## src/hdl/pcat_pkg.sv

```systemverilog
package pcat_pkg;

  localparam int ADC_W   = 12;
  localparam int DIFF_W  = 14;
  localparam int PROD_W  = 27;
  localparam int CUR_W   = 18;
  localparam int MAG_W   = 17;
  localparam int MEAN_W  = 18;
  localparam int POWER_W = 22;
  localparam int THR_W   = 16;

  localparam logic [DIFF_W-1:0] ADC_FULL   = 14'd4095;
  localparam logic [PROD_W-1:0] SCALE_NUM  = 27'd4421;
  localparam int                SCALE_SHR  = 8;
  localparam logic [THR_W-1:0]  THR_RESET  = 16'hFFFF;

  typedef logic [ADC_W-1:0]          adc_t;
  typedef logic signed [CUR_W-1:0]   cur_t;
  typedef logic [MAG_W-1:0]          mag_t;
  typedef logic signed [MEAN_W-1:0]  mean_t;
  typedef logic signed [POWER_W-1:0] power_t;
  typedef logic [THR_W-1:0]          thr_t;

endpackage

```

## src/hdl/pcat_chan_if.sv

```systemverilog
interface pcat_in_if;
  import pcat_pkg::*;

  logic valid;
  logic ready;
  adc_t adc_phase_b;
  adc_t adc_phase_c;

  modport source (output valid, output adc_phase_b, output adc_phase_c, input ready);
  modport sink (input valid, input adc_phase_b, input adc_phase_c, output ready);
endinterface

interface pcat_out_if;
  import pcat_pkg::*;

  logic   valid;
  logic   ready;
  mean_t  mean_current_ma;
  power_t power_mw;
  logic   check_done;
  logic   trip;

  modport source (output valid, output mean_current_ma, output power_mw,
                  output check_done, output trip, input ready);
  modport sink (input valid, input mean_current_ma, input power_mw,
                input check_done, input trip, output ready);
endinterface

```

## src/hdl/pcat_recip_div.sv

```systemverilog
module pcat_recip_div #(
  parameter int WINDOW = 10,
  parameter int SUM_W  = 22
) (
  input  logic                     clk,
  input  logic                     load,
  input  logic signed [SUM_W-1:0]  sum_i,
  output pcat_pkg::mag_t           quot_o,
  output logic                     neg_o
);
  import pcat_pkg::*;

  // exact floor(n / WINDOW) for n < 2^ABS_W via ceil(2^S / WINDOW)
  localparam int ABS_W  = SUM_W - 1;
  localparam int LOG_W  = $clog2(WINDOW);
  localparam int SHIFT  = ABS_W + LOG_W;
  localparam int M_W    = ABS_W + 1;
  localparam int MUL_W  = ABS_W + M_W;
  localparam logic [63:0] RECIP_64 = ((64'd1 << SHIFT) + 64'(WINDOW) - 64'd1) / 64'(WINDOW);
  localparam logic [M_W-1:0] RECIP = RECIP_64[M_W-1:0];

  logic [SUM_W-1:0] abs_full;
  logic [ABS_W-1:0] abs_val;
  logic [MUL_W-1:0] prod;
  mag_t             quot_r;
  logic             neg_r;

  assign abs_full = sum_i[SUM_W-1] ? SUM_W'(-sum_i) : SUM_W'(sum_i);
  assign abs_val  = abs_full[ABS_W-1:0];
  assign prod     = MUL_W'(abs_val) * MUL_W'(RECIP);

  always_ff @(posedge clk) begin
    if (load) begin
      quot_r <= prod[SHIFT +: MAG_W];
      neg_r  <= sum_i[SUM_W-1];
    end
  end

  assign quot_o = quot_r;
  assign neg_o  = neg_r;

endmodule

```

## src/hdl/phase_current_average_trip_core.sv

```systemverilog
// Throughput: one word per cycle while the sink holds out_ch.ready high; a five-stage
// pipeline with per-stage valids, so input stays ready while a finished result waits
// as long as a stage is free. Reset (synchronous, rst_n low): pipeline emptied, sample
// line and running sum cleared to zero, check counter to zero, threshold to 65535.
module phase_current_average_trip_core #(
  parameter int WINDOW       = 10,
  parameter int CHECK_PERIOD = 51
) (
  input  logic                 clk,
  input  logic                 rst_n,
  pcat_in_if.sink              in_ch,
  pcat_out_if.source           out_ch,
  input  logic                 cfg_wr_en,
  input  pcat_pkg::thr_t       cfg_wr_data
);
  import pcat_pkg::*;

  localparam int SUM_W = CUR_W + $clog2(WINDOW);
  localparam int CNT_W = (CHECK_PERIOD > 1) ? $clog2(CHECK_PERIOD) : 1;
  localparam int NSTG  = 5;

  logic [NSTG-1:0] vld_r, vld_nxt, mv;

  thr_t thr_r;

  adc_t b_r, c_r;

  logic [DIFF_W-1:0]        diff;
  logic signed [PROD_W-1:0] prod;
  cur_t                     cur_r;

  cur_t                    tap_r [WINDOW];
  logic signed [SUM_W-1:0] sum_r, sum_nxt;
  logic [CNT_W-1:0]        cnt_r, cnt_nxt;
  logic                    done2_r, done2_nxt;

  mag_t quot;
  logic neg;
  logic done3_r;

  mean_t  mean_nxt, mean_r;
  power_t power_nxt, power_r;
  logic   trip_nxt, trip_r, done4_r;

  // stage advance chain, last stage drains into the sink
  always_comb begin
    mv[NSTG-1] = vld_r[NSTG-1] && out_ch.ready;
    for (int k = NSTG - 2; k >= 0; k--) begin
      mv[k] = vld_r[k] && (!vld_r[k+1] || mv[k+1]);
    end
  end

  assign in_ch.ready = !vld_r[0] || mv[0];

  always_comb begin
    vld_nxt[0] = (vld_r[0] && !mv[0]) || (in_ch.valid && in_ch.ready);
    for (int k = 1; k < NSTG; k++) begin
      vld_nxt[k] = (vld_r[k] && !mv[k]) || mv[k-1];
    end
  end

  always_ff @(posedge clk) begin
    if (!rst_n) begin
      vld_r <= '0;
      thr_r <= THR_RESET;
    end else begin
      vld_r <= vld_nxt;
      if (cfg_wr_en) begin
        thr_r <= cfg_wr_data;
      end
    end
  end

  // stage 0: input register
  always_ff @(posedge clk) begin
    if (in_ch.valid && in_ch.ready) begin
      b_r <= in_ch.adc_phase_b;
      c_r <= in_ch.adc_phase_c;
    end
  end

  // stage 1: scale to mA, floor by arithmetic shift
  assign diff = ADC_FULL - (DIFF_W'(b_r) + DIFF_W'(c_r));
  assign prod = signed'(PROD_W'(signed'(diff))) * signed'(SCALE_NUM);

  always_ff @(posedge clk) begin
    if (mv[0]) begin
      cur_r <= prod[SCALE_SHR +: CUR_W];
    end
  end

  // stage 2: sample line, running sum, check counter
  assign sum_nxt = sum_r - SUM_W'(tap_r[WINDOW-1]) + SUM_W'(cur_r);

  always_comb begin
    if (cnt_r == CNT_W'(CHECK_PERIOD - 1)) begin
      cnt_nxt   = '0;
      done2_nxt = 1'b1;
    end else begin
      cnt_nxt   = cnt_r + CNT_W'(1);
      done2_nxt = 1'b0;
    end
  end

  always_ff @(posedge clk) begin
    if (!rst_n) begin
      sum_r <= '0;
      cnt_r <= '0;
      for (int i = 0; i < WINDOW; i++) begin
        tap_r[i] <= '0;
      end
    end else if (mv[1]) begin
      sum_r    <= sum_nxt;
      cnt_r    <= cnt_nxt;
      tap_r[0] <= cur_r;
      for (int i = 1; i < WINDOW; i++) begin
        tap_r[i] <= tap_r[i-1];
      end
    end
  end

  always_ff @(posedge clk) begin
    if (mv[1]) begin
      done2_r <= done2_nxt;
    end
  end

  // stage 3: mean magnitude by reciprocal multiply
  pcat_recip_div #(
    .WINDOW (WINDOW),
    .SUM_W  (SUM_W)
  ) u_div (
    .clk    (clk),
    .load   (mv[2]),
    .sum_i  (sum_r),
    .quot_o (quot),
    .neg_o  (neg)
  );

  always_ff @(posedge clk) begin
    if (mv[2]) begin
      done3_r <= done2_r;
    end
  end

  // stage 4: sign, power, threshold check
  assign mean_nxt  = neg ? -mean_t'(MEAN_W'(quot)) : mean_t'(MEAN_W'(quot));
  assign power_nxt = (POWER_W'(mean_nxt) <<< 4) + (POWER_W'(mean_nxt) <<< 3);
  assign trip_nxt  = done3_r && !neg && (quot > MAG_W'(thr_r));

  always_ff @(posedge clk) begin
    if (mv[3]) begin
      mean_r  <= mean_nxt;
      power_r <= power_nxt;
      done4_r <= done3_r;
      trip_r  <= trip_nxt;
    end
  end

  assign out_ch.valid           = vld_r[NSTG-1];
  assign out_ch.mean_current_ma = mean_r;
  assign out_ch.power_mw        = power_r;
  assign out_ch.check_done      = done4_r;
  assign out_ch.trip            = trip_r;

  a_trip_needs_check: assert property (@(posedge clk) disable iff (!rst_n)
    vld_r[NSTG-1] && trip_r |-> done4_r && !mean_r[MEAN_W-1])
    else $error("trip without a check or with negative mean");

  a_reset_empties: assert property (@(posedge clk)
    !rst_n |=> !out_ch.valid && in_ch.ready)
    else $error("pipeline not empty after reset");

  a_no_word_lost: assert property (@(posedge clk) disable iff (!rst_n)
    vld_r[0] && !mv[0] |=> vld_r[0] && $stable(b_r) && $stable(c_r))
    else $error("stalled input word dropped");

  a_counter_range: assert property (@(posedge clk) disable iff (!rst_n)
    mv[1] && done2_nxt |=> cnt_r == '0 && done2_r)
    else $error("check period not restarted");

endmodule
```

## src/flat_wrapper.sv

```systemverilog
// flat-port wrapper written by rule: the top's interface ports become plain ports
module phase_current_average_trip_core_flat import pcat_pkg::*;
#(
  parameter int WINDOW       = 10,
  parameter int CHECK_PERIOD = 51
)
  (clk, rst_n, cfg_wr_en, cfg_wr_data, in_ch_valid, in_ch_adc_phase_b, in_ch_adc_phase_c, in_ch_ready, out_ch_valid, out_ch_mean_current_ma, out_ch_power_mw, out_ch_check_done, out_ch_trip, out_ch_ready);
  pcat_in_if in_ch_i ();
  pcat_out_if out_ch_i ();
  input  logic clk;
  input  logic rst_n;
  input  logic cfg_wr_en;
  input  pcat_pkg::thr_t cfg_wr_data;
  input wire logic [$bits(in_ch_i.valid)-1:0] in_ch_valid;
  input wire logic [$bits(in_ch_i.adc_phase_b)-1:0] in_ch_adc_phase_b;
  input wire logic [$bits(in_ch_i.adc_phase_c)-1:0] in_ch_adc_phase_c;
  output wire logic [$bits(in_ch_i.ready)-1:0] in_ch_ready;
  output wire logic [$bits(out_ch_i.valid)-1:0] out_ch_valid;
  output wire logic [$bits(out_ch_i.mean_current_ma)-1:0] out_ch_mean_current_ma;
  output wire logic [$bits(out_ch_i.power_mw)-1:0] out_ch_power_mw;
  output wire logic [$bits(out_ch_i.check_done)-1:0] out_ch_check_done;
  output wire logic [$bits(out_ch_i.trip)-1:0] out_ch_trip;
  input wire logic [$bits(out_ch_i.ready)-1:0] out_ch_ready;
  assign in_ch_i.valid = in_ch_valid;
  assign in_ch_i.adc_phase_b = in_ch_adc_phase_b;
  assign in_ch_i.adc_phase_c = in_ch_adc_phase_c;
  assign in_ch_ready = in_ch_i.ready;
  assign out_ch_valid = out_ch_i.valid;
  assign out_ch_mean_current_ma = out_ch_i.mean_current_ma;
  assign out_ch_power_mw = out_ch_i.power_mw;
  assign out_ch_check_done = out_ch_i.check_done;
  assign out_ch_trip = out_ch_i.trip;
  assign out_ch_i.ready = out_ch_ready;
  phase_current_average_trip_core #(.WINDOW(WINDOW), .CHECK_PERIOD(CHECK_PERIOD)) u_core (.clk(clk), .rst_n(rst_n), .in_ch(in_ch_i), .out_ch(out_ch_i), .cfg_wr_en(cfg_wr_en), .cfg_wr_data(cfg_wr_data));
endmodule
```

## config.mk

```make
export PLATFORM = sky130hd
export DESIGN_NAME = phase_current_average_trip_core_flat
export DESIGN_NICKNAME = d
export VERILOG_FILES = /design/src/hdl/pcat_pkg.sv /design/src/hdl/pcat_chan_if.sv /design/src/hdl/pcat_recip_div.sv /design/src/hdl/phase_current_average_trip_core.sv /design/src/flat_wrapper.sv
export SDC_FILE = /design/constraint.sdc
export NUM_CORES = 1
export LEC_CHECK = 0
export ABC_CLOCK_PERIOD_IN_PS = 6500
export BUFFER_PORTS_ARGS = -buffer_cell sky130_fd_sc_hd__buf_2
export CAP_MARGIN = 20
export CORE_UTILIZATION = 25
export DETAILED_ROUTE_END_ITERATION = 8
export PLACE_DENSITY_LB_ADDON = 0.05
export SYNTH_ARGS = -nofsm -noshare
export SYNTH_HDL_FRONTEND = slang
export SYNTH_HIERARCHICAL = 1
export SYNTH_SLANG_ARGS = --single-unit
```

## constraint.sdc

```tcl
create_clock -name clk -period 6.5 [get_ports clk]
set_clock_uncertainty 0.15 [all_clocks]
set_input_delay 0.65 -clock clk [delete_from_list [all_inputs] [get_ports clk]]
set_output_delay 0.65 -clock clk [all_outputs]
set_load 0.01 [all_outputs]
```

==> run summary <==
The number of antenna violations at the first check in global routing is 0. The category of the most critical setup path is reg -> reg. The post-synthesis cell type with the largest combined area is edfxtp_1. Clock-pin slew was measured on the worst setup and hold paths at 0.06 ns. The checks that failed: negative setup slack.

Summing the areas of all compound-gate instances in the mapped netlist gives 8.82% of the synthesized area. The number of hold violations in the final report was 0. The share of final-layout standard cells stronger than drive strength 1 came out at 25.1%.

After synthesis, the share of flip-flops with an asynchronous set or reset is 0%. The most numerous cell type found on the critical path is fa_1. In this run the remaining antenna-violating nets after routing total 0.

The met1 demand-to-capacity share in global routing is 18.2%. Yosys attributes the largest share of cell area to edfxtp_1 32%, ha_1 17%, fa_1 14%. The met2 track utilization from global routing is 22.7%. Sequential elements use 35.8% of the synthesized area.

For this run, the leading register cell type out of synthesis is edfxtp_1. The congestion estimate from routability-driven global placement came to 0.841. The number of buffers added to fix hold violations after cts is 0. After synthesis, the largest family of logic cells by area is adder cells. The arrival time of data at the critical path endpoint is 7.11 ns. The wire length of the first global-routing pass came out at 113,000 µm. The number of CTS-inserted buffers is 44. The xor/xnor cell area share of the yosys netlist came out at 5.95%. The count of pins on the block boundary came out at 89. The post-layout minimum cycle time came out at 6.91 ns. The width of the die is 326 µm. The area share of the largest cell type after synthesis is 32.0%. Summed over all layers, the routed wires come to 70,900 µm. The insertion delay of the later-clocked pin in the worst-skew pair came out at 0.61 ns. The number of synthesis warnings came out at 6. The layout-stage area growth over the synthesis result is 27.9%. In this run the standard cell core region covers 0.104 mm². In this run the most used layer during global routing was met2. The setup-violating endpoint count in the final report is 17.

Using the TritonRoute via totals, the vias-per-cell ratio works out to 4.31. The multi-input gate area in the final layout came out at 0.0166 mm². The deepest level of the CTS H-tree came out at 2. The number of flops mapped to enable cells by yosys is 280. The instance count of the mapped netlist came out at 2,412. The number of inserted filler cells in the final layout is 10,700. The cell area reported after detailed placement is 0.0306 mm². The global-route usage over all layers is 13.5%. The utilization of the core after routing came out at 32.3%.

The final layout contains 3,363 nets. The simple-gate portion of the synthesized area is 11.2%. Clock tree synthesis selected as its root buffer the cell clkbuf_16.

Across the whole layout, storage elements account for 0.00940 mm². The routed wire length per instance came out at 16.9 µm. A synthesized cell averages 10.9 µm². The count of routing violations after the opening detailed-route iteration is 754. The number of iterations in the first detailed-routing pass is 5. The worst-case clock buffer depth came out at 3. Hold timing on the final database bottoms out at a slack of 0.0792 ns.

The endpoint type of the worst setup path is a flip-flop. For this run the aggregate overflow at the end of global routing stands at 0. The initial core utilization is 25.3%. The count of cells along the worst hold path came out at 1. The total inserted antenna cells is 0.

In the layout the commonest cells are 374 x inv_1, 287 x buf_4, 284 x ha_1, 280 x edfxtp_1, 188 x and3_1. The most common cell after layout, fill and taps aside is inv_1. The count of cell types in the netlist is 87. Headroom to the max-slew limit came out at 37.1%. At the pin with the least slew margin, the transition time is 0.943 ns. The clock drives 329 sinks.

The count of pins over their slew limit is 0. With fillers left out, the area of the finished cells amounts to 0.0336 mm². The half-perimeter wire length after placement is 56,200 µm.

The number of placement rows came out at 118. The height of the chip came out at 326 µm. The count of non-filler cells in the finished layout is 4,194. The met3 track utilization from global routing came out at 1.50%. The total of buffers placed on input and output ports is 85. The highest achievable clock rate came out at 145 MHz.

The post-synthesis adder-cell area fraction came out at 31.0%. The slowest stage of the critical path belongs to the cell fa_1. For this run, the slowest stage of the critical path takes 0.55 ns.

The cell area after technology mapping is 0.0263 mm². Along the worst path, the maximum fanout reaches 5. STA classifies the critical path startpoint as a flip-flop. The clock tree from TritonCTS is built. The number of global-route vias before repair is 19,500.

After detailed placement, the design holds a cell count of 4,072. The area enclosed by the die boundary is 0.106 mm². The share of the clock period used by the worst path after layout came out at 106%. The final worst-path setup slack is -0.407 ns. The count of maximum capacitance violations is 0.

The remaining design rule violation count is 0. Measured in cells, the most critical reg-to-reg path has a length of 28. The path class of the tightest hold or removal check is in -> reg. The run finished, with violations left. Setup repair after global routing could not meet its margin everywhere. After synthesis the netlist holds a flip-flop and latch count of 329. Data on the critical path is required at its endpoint by 6.70 ns. Of the post-synthesis cell area, the part taken by muxes is 0.272%. The largest net degree at the start of global routing came out at 142. The count of vias placed by the detailed router came out at 18,100.
worst max-delay path: cells and delay by family, from the launching register on:
kind	cells	cell delay, ns
DFF	1	0.34
AOI/OAI and AO/OA	5	1.07
buffers and inverters	9	0.93
adders and majority gates	8	3.31
xor gates and xnor gates	2	0.32
and+or+nand+nor	4	0.55
kinds of logic (layout without fill, tap and decap cells):
| family | after synthesis | in the layout |
|---|---|---|
| fa+ha+maj | 537 | 537 |
| other cells | 1 | 3 |
| xor+xnor | 169 | 169 |
| compound gates | 354 | 354 |
| mux | 7 | 7 |
| buf+inv | 484 | 884 |
| flops | 329 | 329 |
| simple gates | 531 | 531 |
synthesized netlist by cell type, types with 5 or more instances:
master,n
inv_1,404
ha_1,348
edfxtp_1,280
and3_1,192
fa_1,189
nand2_1,110
xnor2_1,106
a21oi_1,101
o21ai_0,74
clkbuf_1,60
nor2_1,59
xor2_1,52
dfxtp_1,49
a21o_1,33
nand3_1,28
nor2b_1,22
nor3_1,22
and2_1,21
o211ai_1,21
nand2b_1,18
nand4_1,16
o21a_1,15
o21ai_1,15
a21boi_0,9
a31oi_1,9
buf_2,9
o21bai_1,8
a211oi_1,7
inv_2,7
nor4_1,7
o31ai_1,7
or3_1,7
mux2i_1,6
o41ai_1,6
xnor2_2,6
xor2_2,5
sequential cells by signal (all words and copies together), names as in the netlist:
| register | flops |
|---|---|
| u_core/cnt_r | 6 |
| u_core/vld_r | 5 |
| u_core/out_ch.power_mw | 18 |
| u_core/u_div/quot_o | 17 |
| u_core/out_ch.check_done | 1 |
| u_core/sum_r | 22 |
| u_core/b_r | 12 |
| u_core/c_r | 12 |
| u_core/out_ch.mean_current_ma | 18 |
| u_core/tap_r | 180 |
| u_core/thr_r | 16 |
| u_core/u_div/neg_o | 1 |
| u_core/out_ch.trip | 1 |
| u_core/done3_r | 1 |
| u_core/cur_r | 18 |
| u_core/done2_r | 1 |
final cells by class:
class	count	share of cell area (%)
Tap cell	1380	5.14
Inverter	411	4.65
Clock inverter	23	0.868
Clock buffer	56	3.44
Multi-Input combinational cell	1601	49.4
Sequential cell	329	28.0
Timing Repair Buffer	394	8.53
timing repair:
action | CTS | global route
hold endpoints to repair | 0 | 0
setup buffers | 26 | 21
resized for setup | 124 | 79
pin swaps | 109 | 96
endpoints found under the setup margin | 19 | 21
path summary, 6_finish.rpt:
kind                             end  slack, ns                  start
max          u_core/u_div/quot_o[16]      -0.41        u_core/sum_r[5]
max reg2reg  u_core/u_div/quot_o[16]      -0.41        u_core/sum_r[5]
min reg2reg           u_core/done3_r       0.27         u_core/done2_r
min                   u_core/c_r[10]       0.08  in_ch_adc_phase_c[10]
through the flow:
step,worst slack [ns],setup TNS [ns]
after global routing,-0.712,-9.97
after global placement,-0.717,-8.71
after detailed placement,-0.751,-9.37
final,-0.407,-4.95
after floorplan,-0.171,-0.643
after CTS,-0.422,-5.26
metal layers:
metal	routed length, µm	share of wire [%]
met4	1500	2.1
met2	33500	47
met3	1590	2.2
met5	0	0
met1	34300	48
Power is left out: the tool's default activity adds up to more than one toggle a clock period on the data nets, which glitch-free logic cannot reach.
